$ cat src/design/ptmt_pkg.sv
// Shared types, constants and tables for the pose-to-turn-move-turn block.
// No dependencies.
package ptmt_pkg;

  localparam int ANGLE_BITS    = 16;
  localparam int CORDIC_STAGES = 16;

  // Front pipeline stage map
  localparam int NORM_FIRST = 2;
  localparam int NORM_LAST  = 8;
  localparam int CR_FIRST   = 9;
  localparam int CR_END     = CR_FIRST + CORDIC_STAGES;
  localparam int SQ_BITS    = 34;
  localparam int SQ_FIRST   = 3;
  localparam int SQ_END     = SQ_FIRST + SQ_BITS;
  localparam int DEC_IDX    = (SQ_END > CR_END) ? SQ_END : CR_END + 1;
  localparam int NSTG       = DEC_IDX + 1;

  localparam int Q_DEPTH = 4;
  localparam int Q_AW    = 2;

  typedef enum logic [1:0] {
    CMD_TURN     = 2'd0,
    CMD_MOVE     = 2'd1,
    CMD_NOMOTION = 2'd2
  } cmd_kind_e;

  typedef enum logic [1:0] {
    CFG_RIGHT_HANDED = 2'd0,
    CFG_DEADBAND     = 2'd1,
    CFG_MIN_MOVE     = 2'd2
  } cfg_idx_e;

  localparam logic [31:0] ATAN_TURNS [32] = '{
    32'h20000000, 32'h12E4051E, 32'h09FB385B, 32'h051111D4, 32'h028B0D43,
    32'h0145D7E1, 32'h00A2F61E, 32'h00517C55, 32'h0028BE53, 32'h00145F2F,
    32'h000A2F98, 32'h000517CC, 32'h00028BE6, 32'h000145F3, 32'h0000A2FA,
    32'h0000517D, 32'h000028BE, 32'h0000145F, 32'h00000A30, 32'h00000518,
    32'h0000028C, 32'h00000146, 32'h000000A3, 32'h00000051, 32'h00000029,
    32'h00000014, 32'h0000000A, 32'h00000005, 32'h00000003, 32'h00000001,
    32'h00000001, 32'h00000000
  };

  typedef struct packed {
    logic        rh;
    logic [9:0]  deadband;
    logic [32:0] min_move;
  } cfg_t;

  typedef struct packed {
    logic                         t1_en;
    logic signed [ANGLE_BITS-1:0] t1;
    logic                         mv_en;
    logic [32:0]                  move_dist;
    logic                         t2_en;
    logic signed [ANGLE_BITS-1:0] t2;
  } plan_t;

  typedef struct packed {
    logic full;
    logic empty;
  } q_status_t;

endpackage

$ cat src/design/ptmt_back.sv
// Back part: walks a plan and issues its commands into the output register.
// Depends on ptmt_pkg.
module ptmt_back (
  input  logic              clk_i,
  input  logic              rst_ni,
  input  ptmt_pkg::plan_t   plan_i,
  input  logic              empty_i,
  output logic              pop_o,
  output logic              out_valid_o,
  input  logic              out_stall_i,
  output logic [1:0]        command_kind_o,
  output logic signed [15:0] turn_amount_o,
  output logic [32:0]       move_distance_o,
  output logic              last_of_run_o
);
  import ptmt_pkg::*;

  logic             out_valid_q;
  cmd_kind_e        kind_q;
  logic [15:0]      turn_q;
  logic [32:0]      dist_q;
  logic             last_q;
  logic [1:0]       slot_q;

  logic [2:0]       en;
  logic [2:0]       left;
  logic [1:0]       k;
  logic             last;
  logic             load;
  cmd_kind_e        kind_d;
  logic [15:0]      turn_d;
  logic [32:0]      dist_d;

  always_comb begin
    en = {plan_i.t2_en, plan_i.mv_en, plan_i.t1_en};
    case (slot_q)
      2'd0:    left = en;
      2'd1:    left = en & 3'b110;
      default: left = en & 3'b100;
    endcase
    k = left[0] ? 2'd0 : (left[1] ? 2'd1 : 2'd2);
    case (k)
      2'd0:    last = (left[2:1] == 2'b00);
      2'd1:    last = !left[2];
      default: last = 1'b1;
    endcase
    kind_d = CMD_TURN;
    turn_d = '0;
    dist_d = '0;
    if (en == 3'b000) begin
      kind_d = CMD_NOMOTION;
      last   = 1'b1;
    end else begin
      case (k)
        2'd0:    turn_d = 16'(plan_i.t1);
        2'd1: begin
          kind_d = CMD_MOVE;
          dist_d = plan_i.move_dist;
        end
        default: turn_d = 16'(plan_i.t2);
      endcase
    end
  end

  assign load  = !out_valid_q || !out_stall_i;
  assign pop_o = load && !empty_i && last;

  always_ff @(posedge clk_i or negedge rst_ni) begin
    if (!rst_ni) begin
      out_valid_q <= 1'b0;
      slot_q      <= '0;
    end else if (load) begin
      out_valid_q <= !empty_i;
      if (!empty_i) slot_q <= last ? 2'd0 : k + 2'd1;
    end
  end

  always_ff @(posedge clk_i) begin
    if (load && !empty_i) begin
      kind_q <= kind_d;
      turn_q <= turn_d;
      dist_q <= dist_d;
      last_q <= last;
    end
  end

  assign out_valid_o     = out_valid_q;
  assign command_kind_o  = kind_q;
  assign turn_amount_o   = turn_q;
  assign move_distance_o = dist_q;
  assign last_of_run_o   = last_q;

endmodule

$ cat config.mk
export PLATFORM = sky130hd
export DESIGN_NAME = ptmt_back
export DESIGN_NICKNAME = d
export VERILOG_FILES = /design/src/design/ptmt_pkg.sv /design/src/design/ptmt_back.sv
export SDC_FILE = /design/constraint.sdc
export NUM_CORES = 1
export LEC_CHECK = 0
export CAP_MARGIN = 20
export CORE_MARGIN = 5
export CORE_UTILIZATION = 52
export CTS_CLUSTER_DIAMETER = 50
export DETAILED_ROUTE_END_ITERATION = 10
export DONT_BUFFER_PORTS = 1
export PLACE_DENSITY_LB_ADDON = 0.1
export SYNTH_ARGS = -nofsm -noshare
export SYNTH_HDL_FRONTEND = slang
export SYNTH_SLANG_ARGS = --single-unit
$ cat constraint.sdc
create_clock -name clk_i -period 1.9 [get_ports clk_i]
set_input_delay 0 -clock clk_i [delete_from_list [all_inputs] [get_ports clk_i]]
set_output_delay 0 -clock clk_i [all_outputs]
set_load 0.02 [all_outputs]
# Yosys cells after proc, flatten, opt, wreduce, memory -nomap -nowiden
# Index checks and enable logic that the tools add are counted.
[op_classes] add_sub_neg=1 muxes=8 n_reduce_logical=13 eq_ne=2 n_bitwise=2
[ops] op="$pmux 16 s2" n=1
[ops] op="$logic_not 2->1" n=3
[ops] op="$mux 2" n=3
[ops] op="$eq 2x1->1 const B" n=2
[ops] op="$logic_not 1->1" n=4
[ops] op="$pmux 2 s2" n=1
[ops] op="$logic_not 3->1" n=1
[ops] op="$add 2x1->2 const B" n=1
[ops] op="$logic_and 1x1->1" n=2
[ops] op="$mux 1" n=2
[ops] op="$not 1->1" n=2
[ops] op="$pmux 1 s2" n=1
[ops] op="$reduce_and 2->1" n=1
[ops] op="$reduce_or 2->1" n=1
[ops] op="$logic_or 1x1->1" n=1
[word_totals] output_inout_bits=54 wordCells=32 reg_bits=55 in_bits=72

# Depth between registers and ports, before layout
[logic_depth] word_depth=8 mapped_depth=10 depth_no_buf=7

# Worst setup path after synthesis
# OpenSTA, ideal clock, no wires.
[synth_timing] kind="register to register" from="register out_valid_q (netlist: out_valid_o)" to="register slot_q[1]" required_ps=1790 n_path_buf=0 stages_incl_launch_ff=5 slack_ps=-276 setup_time_ps=110 arrival_time_ps=2066 cell_sequence="dfrtp_1 > a21o_1 > inv_1 > nand2_1 > o41ai_1"
[synth_via] elab_chain_len=3
[synth_lines] item="start, declared" line="ptmt_back.sv:18" source="logic out_valid_q;"
[synth_lines] item="start signal, assigned" line="ptmt_back.sv:73" source="out_valid_q <= !empty_i;"
[synth_lines] item="$logic_not 1->1" line="ptmt_back.sv:65" source="assign load = !out_valid_q || !out_stall_i;"
[synth_lines] item="$logic_or 1x1->1" line="ptmt_back.sv:65"
[synth_lines] item="$reduce_and 2->1 (no source line)"
[synth_lines] item="end signal, assigned" line="ptmt_back.sv:74" source="if (!empty_i) slot_q <= last ? 2'd0 : k + 2'd1;"
[synth_lines] item="end, declared" line="ptmt_back.sv:23" source="logic [1:0] slot_q;"
# Every way passes these cells.
# A chain may end at the register's enable or synchronous reset.

# Final worst setup path
[layout_timing] from="register slot_q[0]" to="output pop_o"
[layout_via] elab_chain_len=8 word_cells_on_any_way=11 cone_classes="eq/ne: 2; mux: 5; reduce/logical: 4"
[layout_lines] item="$eq 2x1->1 / $logic_not 2->1 (equally long branches)" line="ptmt_back.sv:36" source="case (slot_q)"
[layout_lines] item="$pmux 2 s2 *" line="ptmt_back.sv:36"
[layout_lines] item="$mux 2 (2 in series)" line="ptmt_back.sv:41" source="k = left[0] ? 2'd0 : (left[1] ? 2'd1 : 2'd2);"
[layout_lines] item="$eq 2x1->1 / $logic_not 2->1 (equally long branches)" line="ptmt_back.sv:42" source="case (k)"
[layout_lines] item="$pmux 1 s2 *" line="ptmt_back.sv:42"
[layout_lines] item="$mux 1 *" line="ptmt_back.sv:50" source="if (en == 3'b000) begin"
[layout_lines] item="net last" line="ptmt_back.sv:28" source="logic last;"
[layout_lines] item="$logic_and 1x1->1 *" line="ptmt_back.sv:66" source="assign pop_o = load && !empty_i && last;"
[layout_lines] item="end, declared" line="ptmt_back.sv:8" source="output logic pop_o,"
# The timed path passes the listed nets; every way through them passes the cells marked *.

==> summary.txt <==
Power and ir drop
  – Total power: 3.02 mW
  – Net Sw Frac: 29.6%
  – Largest vdd supply drop: 0.586 mV
  – Pwr dens: 925 nW/um^2
  – Combinational share of power: between 20% and 30%
  – Cell-internal power: 2.13 mW
  – Pleak: 1.30 nW
  – Seq pwr share: between 50% and 60%
  – Clock share of power: 20.7%
  – Psw: 0.894 mW

STA
  – Final setup vio count: 0
  – Worst Tran Pin Value: 523 ps
  – Max-slew violations: 0
  – Max Fclk: 0.532 GHz
  – Final Hold Viols: 0
  – Setup TNS: 0 ps
  – Tmin final: 1880 ps
  – RSZ-0062 raised after global routing: true
  – Final Skew: 5.75 ps
  – Slew Limit Headroom: 65.1%
  – Final Cycle Share: between 90% and 100%

Worst setup path
  – R2R cell count: 7
  – Worst r2r dst: last_of_run_o
  – Reg-to-reg slack, setup: between 100 and 150 ps
  – Arrival @ worst endpoint: 1880 ps
  – CP startpoint kind: register
  – Kind of end point of the critical path: primary output
  – Data required, critical path: between 1500 and 2000 ps
  – Setup CP Type: reg -> out
  – Reg2reg start: slot_q[0]
  – Crit path max fanout: 3

Detailed routing
  – Iteration count of the initial detailed-routing pass: 4
  – Routed via count: 1574
  – Post-DRT Antenna Nets: 0
  – Initial DRC count: 62
  – Vias per inst: 5.25
  – Drt drc: 0
  – DR WL/cell: 18.7 um
  – Routed WL: 5620 um

Final layout
  – Ant. Diodes: 0
  – Post-layout net count: 320
  – Area Overhead vs Synth: 37.6%
  – FILL cells: 280
  – Finished Layout Cells: 300
  – Multi-input logic area: 656 um^2
  – Storage cell area: between 1500 and 2000 um^2
  – Final Util: 74.5%
  – Layout cells sized above 1: 9.68%

Min path
  – Hold/Removal Path Class: in -> reg
  – Hold worst-path end: slot_q[0]
  – Hold Crit Depth: 2
  – HP Start: out_stall_i

Clock network
  – Clock Pin Slew Worst Setup and Hold Paths: around 90 ps
  – TritonCTS clock tree: yes
  – Longest Clk Path Bufs: 2
  – H-Tree Depth: 2
  – Clock root cell: clkbuf_8
  – Clock sink count: 55
  – Num CTS Buffers: 5
  – Clock Latency Late Sink: around 310 ps

Status
  – Status: finished clean

Job
  – Max_cap viols: 0

Yosys
  – Synth cell types: 21
  – Avg Inst Size Synth: 14.1 um^2
  – Yosys top cell area share: 65.8%
  – Netlist Area Pre-Place: 2370 um^2
  – Yosys reg bits: 55
  – Synth cell count leaders: edfxtp_1, nand2_1, and2_1
  – Synth area leaders: edfxtp_1, and2_1, mux2i_1
  – Ys flop type: edfxtp_1
  – Most common cell in the netlist: edfxtp_1
  – Part of the Yosys area used for sequential elements: about 70%
  – Syn_nets: approximately 240
  – Post-synth EDFFs: 52
  – Synth Instances: 168
  – Synth warnings: 0
  – Fraction of registers with async set/reset: 5.45%
  – Cell taking the most area after synthesis: edfxtp_1

Floorplan
  – DIE HEIGHT: a little under 80 um
  – Standard-cell rows: 24
  – Core area: 4380 um^2
  – Die Wd: between 70 and 80 um
  – Starting density of the core: 54.2%
  – Die Footprint: around 6000 um^2
  – I/O pin count: 126

Global route
  – Top Usage Layer GRT: met2
  – Grt ovf: 0
  – Largest net degree at the start of global routing: 35
  – Vias in the first global route: about 1600
  – GR Util met3: 6.25%
  – GRT Total Usage: 18.1%
  – Initial antenna violation count: 0
  – Wire length of the first global-routing pass: roughly 8400 um
  – Met2 Usage GRT: roughly 33%
  – GR Layer Usage met1: 18.9%

Placement
  – Final RePlAce weighted congestion: 0.683
  – Placed cells: 217
  – Final HPWL DP: approximately 3600 um
  – Port buffer count: 0
## how the worst max path moves through the flow
stage / from / endpoint / slack (ps) / depth (start not counted)
2_1_floorplan: slot_q[0] / last_of_run_o / 20 / 8
3_3_place_gp: out_valid_o / move_distance_o[25] / 300 / 3
3_5_place_dp: out_valid_o / move_distance_o[19] / 290 / 3
4_1_cts: slot_q[0] / pop_o / 4 / 7
5_1_grt: slot_q[0] / pop_o / -70 / 7
6_report: slot_q[0] / pop_o / 20 / 7
## critical path, cell delays in order (launching register included)
cell and delay, ps:
dfrtp_1 420, nor2b_4 80, nor3b_4 180, inv_1 60, ha_2 190, nor3b_4 160
a211o_1 300, and2_4 170
## power by group through the flow
stage,Combinational [mW],Clock (mW),Sequential (mW)
final,0.656,0.625,1.74
after global routing,0.721,0.696,1.75
after CTS,0.610,0.640,1.74
after detailed placement,0.485,0,1.77
after global placement,0.454,0,1.77
after floorplan,0.449,0,1.74
## placed cells by master, fill, tap and decap left out, drive strengths merged, types with 3 or more instances in the layout
cell type,instances
and2,34
buf,8
clkbuf,5
dfrtp,3
dlygate4sd3,73
edfxtp,52
inv,4
mux2i,16
nand2,38
## registers in the layout (all words and copies together) (netlist names)
signal / count
command_kind_o: 2
slot_q: 2
move_distance_o: 33
last_of_run_o: 1
turn_amount_o: 16
out_valid_o: 1
## metrics by stage
| stage | hold slack, ps | area, um^2 | worst slack (ps) |
|---|---|---|---|
| finish | 25.1 | 3270 | 21.9 |
| global route | 18.0 | 3270 | -67.7 |
| CTS | 27.0 | 3230 | 4.15 |
| detailed placement | -295 | 2410 | 286 |
| global placement | -295 | 2410 | 304 |
| floorplan | -296 | 2390 | 20.4 |
## what timing repair did
item	4_1_cts	5_1_grt
gates resized for setup	1	5
hold endpoints to repair	56	0
pin swaps	0	3
buffers inserted	0	2
hold buffers	73	0
setup endpoints to repair	1	1
## cell families (layout without fill, tap and decap cells)
| group | count (synthesis) | in the layout | synth area share [%] |
|---|---|---|---|
| flops | 55 | 55 | 68.9 |
| mux | 16 | 16 | 6.74 |
| buf+inv | 13 | 93 | 4.48 |
| fa+ha+maj | 1 | 1 | 0.527 |
| compound gates | 6 | 6 | 2.11 |
| simple gates | 77 | 77 | 17.2 |
## layer usage
metal	vias up	share of wire, %
met1	747	36
met5	-	0
met4	0	1.6
met3	9	7.0
met2	84	56
li1	734	-
## final cells by class
class	count	area share [%]
clock buffers	5	2.11
clock inverters	3	0.574
inverters	4	0.574
multi-input cells	100	20.1
flip-flops and latches	55	50.1
well taps	52	1.99
repair buffers	81	24.6
(Power assumes the default switching activity.)
