--- config.mk ---
export PLATFORM = sky130hd
export DESIGN_NAME = ptmt_queue
export DESIGN_NICKNAME = d
export VERILOG_FILES = /design/src/design/ptmt_pkg.sv /design/src/design/ptmt_queue.sv
export SDC_FILE = /design/constraint.sdc
export NUM_CORES = 1
export LEC_CHECK = 0
export BUFFER_PORTS_ARGS = -buffer_cell sky130_fd_sc_hd__buf_2
export CAP_MARGIN = 0
export CORE_UTILIZATION = 45
export CTS_CLUSTER_SIZE = 28
export DETAILED_ROUTE_END_ITERATION = 8
export GPL_TIMING_DRIVEN = 0
export PLACE_DENSITY = 0.77
export SLEW_MARGIN = 15
export SYNTH_ARGS = -nofsm -noshare
export SYNTH_HDL_FRONTEND = slang
export SYNTH_SLANG_ARGS = --single-unit
--- constraint.sdc ---
create_clock -name clk_i -period 2.8 [get_ports clk_i]
set_input_delay 0.56 -clock clk_i [delete_from_list [all_inputs] [get_ports clk_i]]
set_output_delay 0.56 -clock clk_i [all_outputs]
set_load 0.02 [all_outputs]
--- src/design/ptmt_pkg.sv ---
// Shared types, constants and tables for the pose-to-turn-move-turn block.
// No dependencies.
package ptmt_pkg;

  localparam int ANGLE_BITS    = 16;
  localparam int CORDIC_STAGES = 16;

  // Front pipeline stage map
  localparam int NORM_FIRST = 2;
  localparam int NORM_LAST  = 8;
  localparam int CR_FIRST   = 9;
  localparam int CR_END     = CR_FIRST + CORDIC_STAGES;
  localparam int SQ_BITS    = 34;
  localparam int SQ_FIRST   = 3;
  localparam int SQ_END     = SQ_FIRST + SQ_BITS;
  localparam int DEC_IDX    = (SQ_END > CR_END) ? SQ_END : CR_END + 1;
  localparam int NSTG       = DEC_IDX + 1;

  localparam int Q_DEPTH = 4;
  localparam int Q_AW    = 2;

  typedef enum logic [1:0] {
    CMD_TURN     = 2'd0,
    CMD_MOVE     = 2'd1,
    CMD_NOMOTION = 2'd2
  } cmd_kind_e;

  typedef enum logic [1:0] {
    CFG_RIGHT_HANDED = 2'd0,
    CFG_DEADBAND     = 2'd1,
    CFG_MIN_MOVE     = 2'd2
  } cfg_idx_e;

  localparam logic [31:0] ATAN_TURNS [32] = '{
    32'h20000000, 32'h12E4051E, 32'h09FB385B, 32'h051111D4, 32'h028B0D43,
    32'h0145D7E1, 32'h00A2F61E, 32'h00517C55, 32'h0028BE53, 32'h00145F2F,
    32'h000A2F98, 32'h000517CC, 32'h00028BE6, 32'h000145F3, 32'h0000A2FA,
    32'h0000517D, 32'h000028BE, 32'h0000145F, 32'h00000A30, 32'h00000518,
    32'h0000028C, 32'h00000146, 32'h000000A3, 32'h00000051, 32'h00000029,
    32'h00000014, 32'h0000000A, 32'h00000005, 32'h00000003, 32'h00000001,
    32'h00000001, 32'h00000000
  };

  typedef struct packed {
    logic        rh;
    logic [9:0]  deadband;
    logic [32:0] min_move;
  } cfg_t;

  typedef struct packed {
    logic                         t1_en;
    logic signed [ANGLE_BITS-1:0] t1;
    logic                         mv_en;
    logic [32:0]                  move_dist;
    logic                         t2_en;
    logic signed [ANGLE_BITS-1:0] t2;
  } plan_t;

  typedef struct packed {
    logic full;
    logic empty;
  } q_status_t;

endpackage

--- src/design/ptmt_queue.sv ---
// Short plan queue between the front and back parts.
// Depends on ptmt_pkg.
module ptmt_queue (
  input  logic                  clk_i,
  input  logic                  rst_ni,
  input  logic                  push_i,
  input  ptmt_pkg::plan_t       plan_i,
  input  logic                  pop_i,
  output ptmt_pkg::plan_t       plan_o,
  output ptmt_pkg::q_status_t   status_o
);
  import ptmt_pkg::*;

  plan_t           mem_q [Q_DEPTH];
  logic [Q_AW-1:0] wr_q;
  logic [Q_AW-1:0] rd_q;
  logic [Q_AW:0]   cnt_q;

  assign plan_o         = mem_q[rd_q];
  assign status_o.full  = (cnt_q == (Q_AW+1)'(Q_DEPTH));
  assign status_o.empty = (cnt_q == '0);

  always_ff @(posedge clk_i or negedge rst_ni) begin
    if (!rst_ni) begin
      wr_q  <= '0;
      rd_q  <= '0;
      cnt_q <= '0;
    end else begin
      if (push_i) wr_q <= wr_q + 1'b1;
      if (pop_i) rd_q <= rd_q + 1'b1;
      if (push_i && !pop_i) cnt_q <= cnt_q + 1'b1;
      else if (pop_i && !push_i) cnt_q <= cnt_q - 1'b1;
    end
  end

  always_ff @(posedge clk_i) begin
    if (push_i) mem_q[wr_q] <= plan_i;
  end

endmodule

---- Yosys cells after proc, flatten, opt, wreduce, memory -nomap -nowiden ----
Memory sizes are Yosys's and may differ from the RTL's.
Index checks and enable logic that the tools add are counted.
operators by class
  eq/ne operators ......................... 1
  reduce and logical (&&, ||, !) cells .... 6
  $add $sub $neg .......................... 4
  muxes and demuxes ....................... 4
operator list
  cell                                               number
  2-to-1 mux 3 bit                                   2
  adder 2 x 1 -> 2 bit (second input constant)       2
  adder 3 x 1 -> 3 bit (second input constant)       1
  == test 3 bit (second input constant)              1
  zero test 3 bit                                    1
  subtractor 3 x 1 -> 3 bit (second input constant)  1
  logical AND 1 bit                                  2
  zero test 1 bit                                    2
  2-to-1 mux 1 bit                                   2
  nonzero test 2 bit                                 1
storage, ports and cells
  memories ................................ 1
  register bits after elaboration ......... 7
  output and inout port bits .............. 70
  input port bits ......................... 72
  bits in writable memories ............... 272
  logic and storage cells ................. 19
memories
  name   depth  bits a word  read ports  clocked after Yosys merged registers in  wr ports  RTL line          text
  mem_q  4      68           1           0                                        1         ptmt_queue.sv:14  plan_t mem_q [Q_DEPTH];

---- Depth between registers and ports, before layout ----
Gate-level depths: netlist (run 1).
  depth after elaboration ................. 4
  gate-level depth with buffers ........... 7
  gate-level depth less buffers ........... 7

---- Least setup slack after synthesis (run 1) ----
No wires, ideal clock.
  path kind ............................... register to register
  start point ............................. register wr_q[0]
  end point ............................... memory mem_q[2][0] in the netlist's numbering, enable pin
  clock period less this slack ............ 2644 ps
  required time ........................... 2367 ps
  arrival time ............................ 2210 ps
  setup time .............................. 433 ps
  path slack .............................. 156 ps
  cell stages (with the launch flop) ...... 4
  cells stage by stage .................... dfrtp_1 -> inv_1 -> ha_1 -> and2_1
RTL lines
  what                    RTL line          text
  from (decl)             ptmt_queue.sv:15  logic [Q_AW-1:0] wr_q;
  from (signal assigned)  ptmt_queue.sv:29  if (push_i) wr_q <= wr_q + 1'b1;
  to (decl)               ptmt_queue.sv:14
Straight into the memory's write port.

==> impl_results.md, run 1 <==
* Post-Route Hold Slack at 0.2331 ns
* Mean number of vias per cell at 5.267
* Number of placed I/O pins at 142
* Nets at 645
* Area of the core region at 0.02209 mm2
* Fraction of layout instances using a drive strength above 1 at 47.37%
* Antenna violations before repair at 0
* Wirelength, routed at 18.38 mm
* Most numerous cell in the Yosys netlist: sky130_fd_sc_hd__edfxtp_1
* Commonest cells in the netlist: sky130_fd_sc_hd__edfxtp_1 (272), sky130_fd_sc_hd__mux4_2 (68), sky130_fd_sc_hd__buf_12 (7), sky130_fd_sc_hd__buf_2 (7), sky130_fd_sc_hd__dfrtp_1 (7)
* Slew headroom at 56.31%
* Mapped Avg Cell Area at 26.37 um2
* Area share of the largest cell type after synthesis at 79.43%
* Buffers on Ports at 141
* Number of max-capacitance violations reported at 0
* DPL Wire Length at 11.40 mm
* Worst VDD drop at 0.8742 mV
* Area of the die at 0.02346 mm2
* Critical path type: reg -> out
* Root buffer selected by CTS: sky130_fd_sc_hd__clkbuf_16
* Post-synthesis net count at 468
* Number of library cell types mapped by synthesis at 19
* TritonCTS clock tree: built
* Number of cells produced by synthesis at 390
* Post-route fraction of the period consumed by the critical path at 94.99%
* Required time of the critical path at 2.24 ns
* Area Growth Syn to Fin at 20.78%
* Worst reg-to-reg path cell count at 4
* CTS clock-pin slew for the worst setup and hold paths at 0.06 ns
* Hold Violations, Final at 0
* Portion of the post-synthesis area used by sequential elements at 81.13%
* Static leakage at 4.307 nW
* Most used DFF post-synth: sky130_fd_sc_hd__edfxtp_1
* Highest attainable clock frequency at 376.0 MHz
* Wire length per cell after detailed routing at 21.15 um
* Cell Pwr Density at 1118 mW/mm2
* Hold Crit Class: in -> reg
* Antenna diode count at 0
* Total of warnings raised by yosys at 0
* Global placer's final weighted congestion at 0.7112
* Global-route usage over all layers at 16.20%
* Shortest period the worst path allows at 2.660 ns
* Placed Cells at 815
* Length of the first detailed-routing pass in iterations at 4
* Accumulated negative setup slack at 0 ns
* Post-route core utilization at 56.22%
* Worst r2r src: wr_q[1]$_DFFE_PN0P_
* Post-route non-filler standard cell count at 869
* Outcome: finished clean
* Worst hold start: plan_i[57]
* Number of pins with negative max-slew slack in the final report at 0
* Synth Cell Area at 0.01028 mm2
* Fraction of registers with async set or reset after synthesis at 2.509%
* Unrepaired setup endpoints after global routing: no
* Max Fanout on Critical Path at 10
* Post-CTS setup-driven buffer insertion count at 0
* Vias in the first global route at 5176
* End of the worst register-to-register path: mem_q[1][38]$_DFFE_PP_
* DRC violations left at 0
* Global-route wire length before repair at 28.72 mm
* Number of clock sinks at 279
* Sort of element at the start of the critical path: flop
* Die span in x at 153.2 um
* Starting utilization of the core area at 46.55%
* Max Clock Skew at 0.01229 ns
* Endpoint, Worst Hold: mem_q[0][57]$_DFFE_PP_
* Routed vias at 4577
* Number of enable flip-flop cells after synthesis at 272
* Transition time at the pin with the least slew margin at 0.6553 ns
* Site Rows at 54
* Arrival time worst endpoint at 2.10 ns
* Maximum level of the CTS H-tree at 1
* Top cells by area in the synthesized netlist: sky130_fd_sc_hd__edfxtp_1 (79%), sky130_fd_sc_hd__mux4_2 (15%), sky130_fd_sc_hd__dfrtp_1 (1.7%)
* Antenna Violating Nets Remaining at 0
* Detailed router's first-iteration violation count at 207
* Skew-Pair Late Insertion Delay at 0.53 ns
* Clock buffer depth at 3
* Number of storage elements in the synthesis netlist at 279
* Maximum number of pins on one net before global-route repair at 42
* Cell count of the worst hold path at 1
* Largest area contributor in the synthesized netlist: sky130_fd_sc_hd__edfxtp_1
* Number of clock buffers inserted by TritonCTS at 29
* Grt total ovfl at 0
* Endpoint class of the critical path: output pin
* Number of setup violations in the final report at 0
* Reg-to-reg slack, setup at 0.93 ns
* Vertical extent of the die at 153.2 um
logic make-up after synthesis:
kind of cell,count (synthesis),synth area share (%)
AOI/OAI and AO/OA,1,0.04862
buffers and inverters,20,2.032
adders and majority gates,6,0.8030
xor gates and xnor gates,6,0.5110
muxes,69,15.00
DFF,279,81.13
and+or+nand+nor,9,0.4744
what timing repair did:
item | in CTS | in global routing
hold buffers | 1 | 0
resized for setup | 0 | 1
endpoints found under the setup margin | 0 | 10
endpoints found under the hold margin | 7 | 0
through the flow:
stage          setup WS (ns)  power (W)  instance area, um2
2_1_floorplan         0.1564   0.008825               10280
3_3_place_gp          -1.219    0.01012               11340
3_5_place_dp          0.6094    0.01025               11440
4_1_cts              0.02168    0.01411               12420
5_1_grt              0.02306    0.01451               12420
6_report              0.1402    0.01388               12420
critical path, stage by stage (launching register included):
cell,delay [ns]
sky130_fd_sc_hd__dfrtp_1,0.33
sky130_fd_sc_hd__buf_2,0.21
sky130_fd_sc_hd__clkbuf_4,0.27
sky130_fd_sc_hd__buf_4,0.24
sky130_fd_sc_hd__mux4_2,0.33
sky130_fd_sc_hd__buf_2,0.18
layer usage:
layer / vias to the layer above / wire, um / GRT usage [%]
met5: - / 0 / 0
met4: 0 / 333 / 4.329
met3: 29 / 995 / 3.232
met2: 130 / 9525 / 28.90
met1: 2389 / 7522 / 20.18
li1: 2029 / - / -
placed cells by master (no fill, tap or decap), types with 2 or more instances in the layout:
cell type and count:
sky130_fd_sc_hd__and2_4 4, sky130_fd_sc_hd__buf_12 10, sky130_fd_sc_hd__buf_2 147, sky130_fd_sc_hd__bufinv_16 4
sky130_fd_sc_hd__clkbuf_1 7, sky130_fd_sc_hd__clkbuf_16 29, sky130_fd_sc_hd__clkbuf_8 3, sky130_fd_sc_hd__clkinv_2 6
sky130_fd_sc_hd__clkinvlp_4 2, sky130_fd_sc_hd__dfrtp_1 7, sky130_fd_sc_hd__edfxtp_1 272, sky130_fd_sc_hd__ha_1 5
sky130_fd_sc_hd__inv_1 4, sky130_fd_sc_hd__mux4_2 68, sky130_fd_sc_hd__nand2_1 2, sky130_fd_sc_hd__xnor2_1 2
sky130_fd_sc_hd__xor2_1 4
layout make-up:
class,count,area (um2)
fillers,1656,9673
flip-flops and latches,279,8343
plain buffers,16,196.4
well taps,280,350.3
clock inverters,14,177.7
clock buffers,39,793.3
repair buffers,146,803.3
multi-input cells,91,1742
inverters,4,15.01
flip-flops by register name (all words and copies together) (netlist names):
signal and cells:
rd_q 2, cnt_q 3, mem_q 272, wr_q 2
report_power, final:
part	leakage [nW]	switching [W]	internal [W]
sequential	2.58	0.000188	0.00546
combinational	1.25	0.00252	0.00189
clock	0.474	0.00148	0.00235
total	4.31	0.00418	0.00970
how the worst max path moves through the flow:
stage                                    from                     end
after floorplan           wr_q[0]$_DFFE_PN0P_   mem_q[2][0]$_DFFE_PP_
after detailed placement  rd_q[1]$_DFFE_PN0P_              plan_o[39]
after global placement                 push_i  mem_q[3][21]$_DFFE_PP_
final                     rd_q[1]$_DFFE_PN0P_              plan_o[39]
after CTS                 rd_q[1]$_DFFE_PN0P_              plan_o[39]
after global routing      rd_q[1]$_DFFE_PN0P_              plan_o[36]
Note: power is estimated with default switching activity, not from simulation.
==> run 2, diff against run 1 <==
--- a/config.mk
+++ b/config.mk
@@ -13,4 +13,5 @@
 export GPL_TIMING_DRIVEN = 0
 export PLACE_DENSITY = 0.77
+export REMOVE_ABC_BUFFERS = 1
 export SLEW_MARGIN = 15
 export SYNTH_ARGS = -nofsm -noshare
==> constraint.sdc (replaced) <==
create_clock -name clk_i -period 2.8 [get_ports clk_i]
set_input_delay 0 -clock clk_i [delete_from_list [all_inputs] [get_ports clk_i]]
set_output_delay 0 -clock clk_i [all_outputs]
set_load 0.02 [all_outputs]
==> run 2 against run 1 <==
Effect of this change:
- die area did not move
- count of clock-buffer cells in the layout decreased by 7
- critical path depth is 1 lower
- flip-flop and latch count unchanged
- first-iteration DRC count is 21% higher
- utilization rose by 2.5 points
- worst hold slack lost 0.024 ns
- combinational power fell by 6.6%
- power decreased by 2.0%
- critical endpoint is now plan_o[46]
==> impl_results.md, run 2 (synthesis results as in run 1) <==
* Post-Route Hold Slack at 0.2095 ns
* Wirelength, routed at 18.17 mm
* Starting utilization of the core area at 46.55%
* Antenna Violating Nets Remaining at 0
* Unrepaired setup endpoints after global routing: no
* Max Fanout on Critical Path at 29
* Number of hold buffers added after CTS at 72
* Number of placed I/O pins at 142
* Register containing the most flip-flops in the final layout: mem_q
* Post-cts sizing count at 0
* Mean number of vias per cell at 5.211
* Total cell area at the placement stage at 0.01133 mm2
* Post-route fraction of the period consumed by the critical path at 88.80%
* Final Power at 0.01361 W
* Length of the first detailed-routing pass in iterations at 6
* Global-route wire length before repair at 28.84 mm
* Area Growth Syn to Fin at 26.12%
* Required time of the critical path at 2.80 ns
* Grt total ovfl at 0
* Most common library cell in the layout ignoring fill and taps: sky130_fd_sc_hd__edfxtp_1
* Cell area after layout at 0.01297 mm2
* Max Clock Skew at 0.01570 ns
* Site Rows at 54
* Cell Pwr Density at 1049 mW/mm2
* Antenna violations before repair at 0
* Hold Violations, Final at 0
* Antenna diode count at 0
* Buffers on Ports at 141
* Post-CTS setup-driven buffer insertion count at 0
* Slew headroom at 64.08%
* Worst VDD drop at 0.8155 mV
* Commonest non-fill, non-tap cells in the layout: sky130_fd_sc_hd__edfxtp_1 (272), sky130_fd_sc_hd__buf_2 (141), sky130_fd_sc_hd__dlygate4sd3_1 (72)
* Shortest period the worst path allows at 2.486 ns
* DRC violations left at 0
* Global-route usage over all layers at 15.95%
* Number of pins with negative max-slew slack in the final report at 0
* Number of setup violations in the final report at 0
* Number of clock buffers inserted by TritonCTS at 29
* Biggest registers after layout: mem_q x272, cnt_q x3
* Area of the core region at 0.02209 mm2
* Transition time at the pin with the least slew margin at 0.5388 ns
* Global placer's final weighted congestion at 0.7199
* Wire length per cell after detailed routing at 19.62 um
* Detailed router's first-iteration violation count at 251
* Die span in x at 153.2 um
* TritonCTS clock tree: built
* CTS clock-pin slew for the worst setup and hold paths at 0.06 ns
* Nets at 703
* Clock buffer depth at 3
* Fraction of layout instances using a drive strength above 1 at 41.02%
* Outcome: finished clean
* Vias in the first global route at 5331
* Skew-Pair Late Insertion Delay at 0.53 ns
* Maximum level of the CTS H-tree at 1
* Sort of element at the start of the critical path: flop
* Arrival time worst endpoint at 2.49 ns
* Max FFs per register at 272
* Number of fill cells in the layout at 1551
* Maximum number of pins on one net before global-route repair at 41
* Vertical extent of the die at 153.2 um
* Critical path type: reg -> out
* Endpoint class of the critical path: output pin
* Number of max-capacitance violations reported at 0
* Highest attainable clock frequency at 402.2 MHz
* DPL Wire Length at 10.73 mm
* Routed vias at 4825
* Area of the die at 0.02346 mm2
* Number of clock sinks at 279
* Static leakage at 4.506 nW
* Root buffer selected by CTS: sky130_fd_sc_hd__clkbuf_16
* Hold Crit Class: in -> reg
-- run 2: changes by cell type in the layout (fill, tap and decap cells not counted), moves of 3 or more --
| cell | before | now |
|---|---|---|
| sky130_fd_sc_hd__clkbuf_1 | 7 | 3 |
| sky130_fd_sc_hd__clkinv_1 | 1 | 7 |
| sky130_fd_sc_hd__clkbuf_8 | 3 | 0 |
| sky130_fd_sc_hd__buf_2 | 147 | 141 |
| sky130_fd_sc_hd__buf_12 | 10 | 4 |
| sky130_fd_sc_hd__dlygate4sd3_1 | 1 | 72 |
-- run 2: metrics by stage --
step / instances / utilization [%] / setup TNS, ns / setup slack (ns)
6_report: 926 / 58.70 / 0 / 0.3136
5_1_grt: 926 / 58.70 / 0 / 0.1510
3_5_place_dp: 802 / 51.26 / 0 / 0.8169
4_1_cts: 926 / 58.70 / 0 / 0.2367
2_1_floorplan: 374 / - / -46.60 / -0.6743
3_3_place_gp: 795 / 50.45 / -388.59 / -1.885
-- run 2: final cells by class --
class / instances / area, um2 / share of cell area, %
repair buffers: 220 / 1589 / 12.25
inverters: 4 / 15.01 / 0.1158
clock inverters: 20 / 186.4 / 1.437
well taps: 280 / 350.3 / 2.701
multi-input cells: 91 / 1742 / 13.43
clock buffers: 32 / 737.0 / 5.682
flip-flops and latches: 279 / 8351 / 64.38
-- run 2: power by group --
group          internal (W)  switching (W)  total [W]
clock               0.00217        0.00150    0.00367
combinational       0.00180        0.00230    0.00411
sequential          0.00547       0.000359    0.00583
total               0.00945        0.00416     0.0136
-- run 2: layer usage --
layer	GRT usage [%]	vias to the layer above	wire (um)
met5	0	-	0
met3	3.317	32	915
li1	-	2143	-
met2	28.31	149	9451
met1	19.70	2501	7361
met4	4.714	0	442
-- run 2: worst paths after layout --
check                                      from                endpoint  slack (ns)  depth (start not counted)
min in group asynchronous                rst_ni    cnt_q[0]$_DFFE_PN0P_        0.43                          3
setup / recovery            rd_q[0]$_DFFE_PN0P_              plan_o[46]        0.31                          4
hold / removal                        plan_i[5]   mem_q[0][5]$_DFFE_PP_        0.21                          2
max in group asynchronous                rst_ni     rd_q[0]$_DFFE_PN0P_        2.09                          3
setup reg to reg            wr_q[0]$_DFFE_PN0P_  mem_q[2][67]$_DFFE_PP_        0.95                          4
hold reg to reg            cnt_q[2]$_DFFE_PN0P_    cnt_q[2]$_DFFE_PN0P_        0.54                          1
-- run 2: worst max-delay path, stage by stage (launching register included) --
cell and delay (ns):
sky130_fd_sc_hd__dfrtp_4 0.63, sky130_fd_sc_hd__buf_16 0.29, sky130_fd_sc_hd__buf_16 0.27, sky130_fd_sc_hd__mux4_2 0.55, sky130_fd_sc_hd__buf_2 0.18
==> run 3, diff against run 2 <==
CORE_UTILIZATION = 47   (was 45)
PLACE_DENSITY = 0.75   (was 0.77)
==> run 3 against run 2 <==
Effect of this change:
- critical path type unchanged
- wire length rose by 4.6%
- count of clock-buffer cells in the layout fell by 3
- critical endpoint is now plan_o[0]
- cell area fell by 0.44%
- utilization rose by 2.1 points
- critical path depth fell by 1
- via count fell by 0.10%
- worst setup slack improved by 0.18 ns
==> impl_results.md, run 3 (synthesis results as in run 1) <==
* Critical path type: reg -> out
* Skew-Pair Late Insertion Delay at 0.53 ns
* Biggest registers after layout: mem_q x272, cnt_q x3
* Max Clock Skew at 0.01326 ns
* Area of the die at 0.02248 mm2
* Clock buffer depth at 3
* Length of the first detailed-routing pass in iterations at 4
* Slew headroom at 61.66%
* Hold Crit Class: in -> reg
* Number of placed I/O pins at 142
* Number of clock buffers inserted by TritonCTS at 27
* Site Rows at 53
* Shortest period the worst path allows at 2.309 ns
* Global-route wire length before repair at 29.31 mm
* DPL Wire Length at 10.72 mm
* Hold Violations, Final at 0
* Final Power at 0.01353 W
* Cell Pwr Density at 1048 mW/mm2
* Max FFs per register at 272
* Post-route fraction of the period consumed by the critical path at 82.48%
* Sort of element at the start of the critical path: flop
* Die span in x at 149.9 um
* Post-route core utilization at 60.85%
* Required time of the critical path at 2.80 ns
* Number of max-capacitance violations reported at 0
* TritonCTS clock tree: built
* Wirelength, routed at 19.00 mm
* Nets at 701
* Vias in the first global route at 5447
* Worst r2r src: wr_q[1]$_DFFE_PN0P_
* Detailed router's first-iteration violation count at 199
* End of the worst register-to-register path: mem_q[1][8]$_DFFE_PP_
* Fraction of layout instances using a drive strength above 1 at 41.15%
* CTS clock-pin slew for the worst setup and hold paths at 0.06 ns
* Worst hold start: plan_i[31]
* Endpoint class of the critical path: output pin
* Number of fill cells in the layout at 1461
* Placed Cells at 797
* Reg-to-reg slack, setup at 0.92 ns
* Commonest non-fill, non-tap cells in the layout: sky130_fd_sc_hd__edfxtp_1 (272), sky130_fd_sc_hd__buf_2 (141), sky130_fd_sc_hd__dlygate4sd3_1 (72)
* Register containing the most flip-flops in the final layout: mem_q
* Antenna violations before repair at 0
* Vertical extent of the die at 149.9 um
* Mean number of vias per cell at 5.245
* Buffers on Ports at 141
* Arrival time worst endpoint at 2.31 ns
* Outcome: finished clean
* Number of pins with negative max-slew slack in the final report at 0
* Post-Route Hold Slack at 0.2152 ns
* Grt total ovfl at 0
* Wire length per cell after detailed routing at 20.68 um
* Worst reg-to-reg path cell count at 4
* Maximum level of the CTS H-tree at 1
* Transition time at the pin with the least slew margin at 0.5751 ns
* Routed vias at 4820
* Register Area at 0.008351 mm2
* Cell count of the worst hold path at 2
* Root buffer selected by CTS: sky130_fd_sc_hd__clkbuf_16
* Area of the multi-input gates at 0.001742 mm2
* Maximum number of pins on one net before global-route repair at 37
* Highest attainable clock frequency at 433.0 MHz
* Starting utilization of the core area at 48.46%
* Post-cts sizing count at 0
* Post-route non-filler standard cell count at 919
* Antenna diode count at 0
* Global placer's final weighted congestion at 0.7082
* Worst VDD drop at 0.7936 mV
* Unrepaired setup endpoints after global routing: no
* Antenna Violating Nets Remaining at 0
* Most common library cell in the layout ignoring fill and taps: sky130_fd_sc_hd__edfxtp_1
* Number of clock sinks at 279
* Global-route usage over all layers at 17.40%
* Max Fanout on Critical Path at 28
* Area Growth Syn to Fin at 25.56%
* Static leakage at 4.490 nW
* Endpoint, Worst Hold: mem_q[0][31]$_DFFE_PP_
* DRC violations left at 0
* Number of setup violations in the final report at 0
* Area of the core region at 0.02122 mm2
==> run 3: changes by cell type in the layout (fill, tap and decap cells not counted) <==
cell	previous run	this run
sky130_fd_sc_hd__clkbuf_16	29	27
sky130_fd_sc_hd__inv_6	3	1
sky130_fd_sc_hd__clkinv_2	4	7
sky130_fd_sc_hd__clkinv_1	7	6
sky130_fd_sc_hd__buf_12	4	7
sky130_fd_sc_hd__bufinv_16	3	4
sky130_fd_sc_hd__clkbuf_1	3	2
sky130_fd_sc_hd__clkinvlp_4	2	1
sky130_fd_sc_hd__buf_16	3	0
sky130_fd_sc_hd__clkinv_4	1	2
==> run 3: how the worst max path moves through the flow <==
stage	slack (ns)	cells past startpoint	from	end
2_1_floorplan	-0.67	1	rd_q[0]$_DFFE_PN0P_	plan_o[0]
3_3_place_gp	-1.91	2	rd_q[0]$_DFFE_PN0P_	plan_o[7]
3_5_place_dp	0.89	4	wr_q[1]$_DFFE_PN0P_	mem_q[1][1]$_DFFE_PP_
4_1_cts	0.41	3	rd_q[0]$_DFFE_PN0P_	plan_o[0]
5_1_grt	0.35	3	rd_q[0]$_DFFE_PN0P_	plan_o[0]
6_report	0.49	3	rd_q[0]$_DFFE_PN0P_	plan_o[0]
==> run 3: power by group <==
part	leakage [nW]	switching (W)	internal, W
registers	2.58	0.000396	0.00547
clock network	0.441	0.00150	0.00214
logic	1.47	0.00227	0.00177
==> run 3: what timing repair did <==
item                                    in CTS  in global routing
hold endpoints to repair                   284                  0
endpoints found under the setup margin       0                  0
hold buffers                                72                  0
buffers inserted                             0                  0
==> run 3: per-layer routing <==
| layer | wire [um] | GRT usage [%] | vias to the layer above |
|---|---|---|---|
| li1 | - | - | 2138 |
| met1 | 7632 | 21.29 | 2509 |
| met2 | 9940 | 31.06 | 135 |
| met3 | 983 | 3.841 | 38 |
| met4 | 446 | 4.747 | 0 |
| met5 | 0 | 0 | - |
==> run 3: critical path, stage by stage (launching register included) <==
cell and delay, ns:
sky130_fd_sc_hd__dfrtp_4 0.71, sky130_fd_sc_hd__buf_12 0.31, sky130_fd_sc_hd__mux4_2 0.57, sky130_fd_sc_hd__buf_2 0.18
==> run 3: final cells by class <==
type	instances	area share (%)
Multi-Input combinational cell	91	13.49
Sequential cell	279	64.67
Timing Repair Buffer	220	12.13
Clock inverter	21	1.638
Inverter	4	0.1163
Clock buffer	29	5.291
Tap cell	275	2.665
==> run 3: metrics by stage <==
step           setup TNS, ns  setup slack (ns)  instance area, um2
2_1_floorplan         -46.60           -0.6743               10090
3_3_place_gp         -414.84            -1.908               11140
3_5_place_dp               0            0.8860               11300
4_1_cts                    0            0.4055               12910
5_1_grt                    0            0.3546               12910
6_report                   0            0.4906               12910
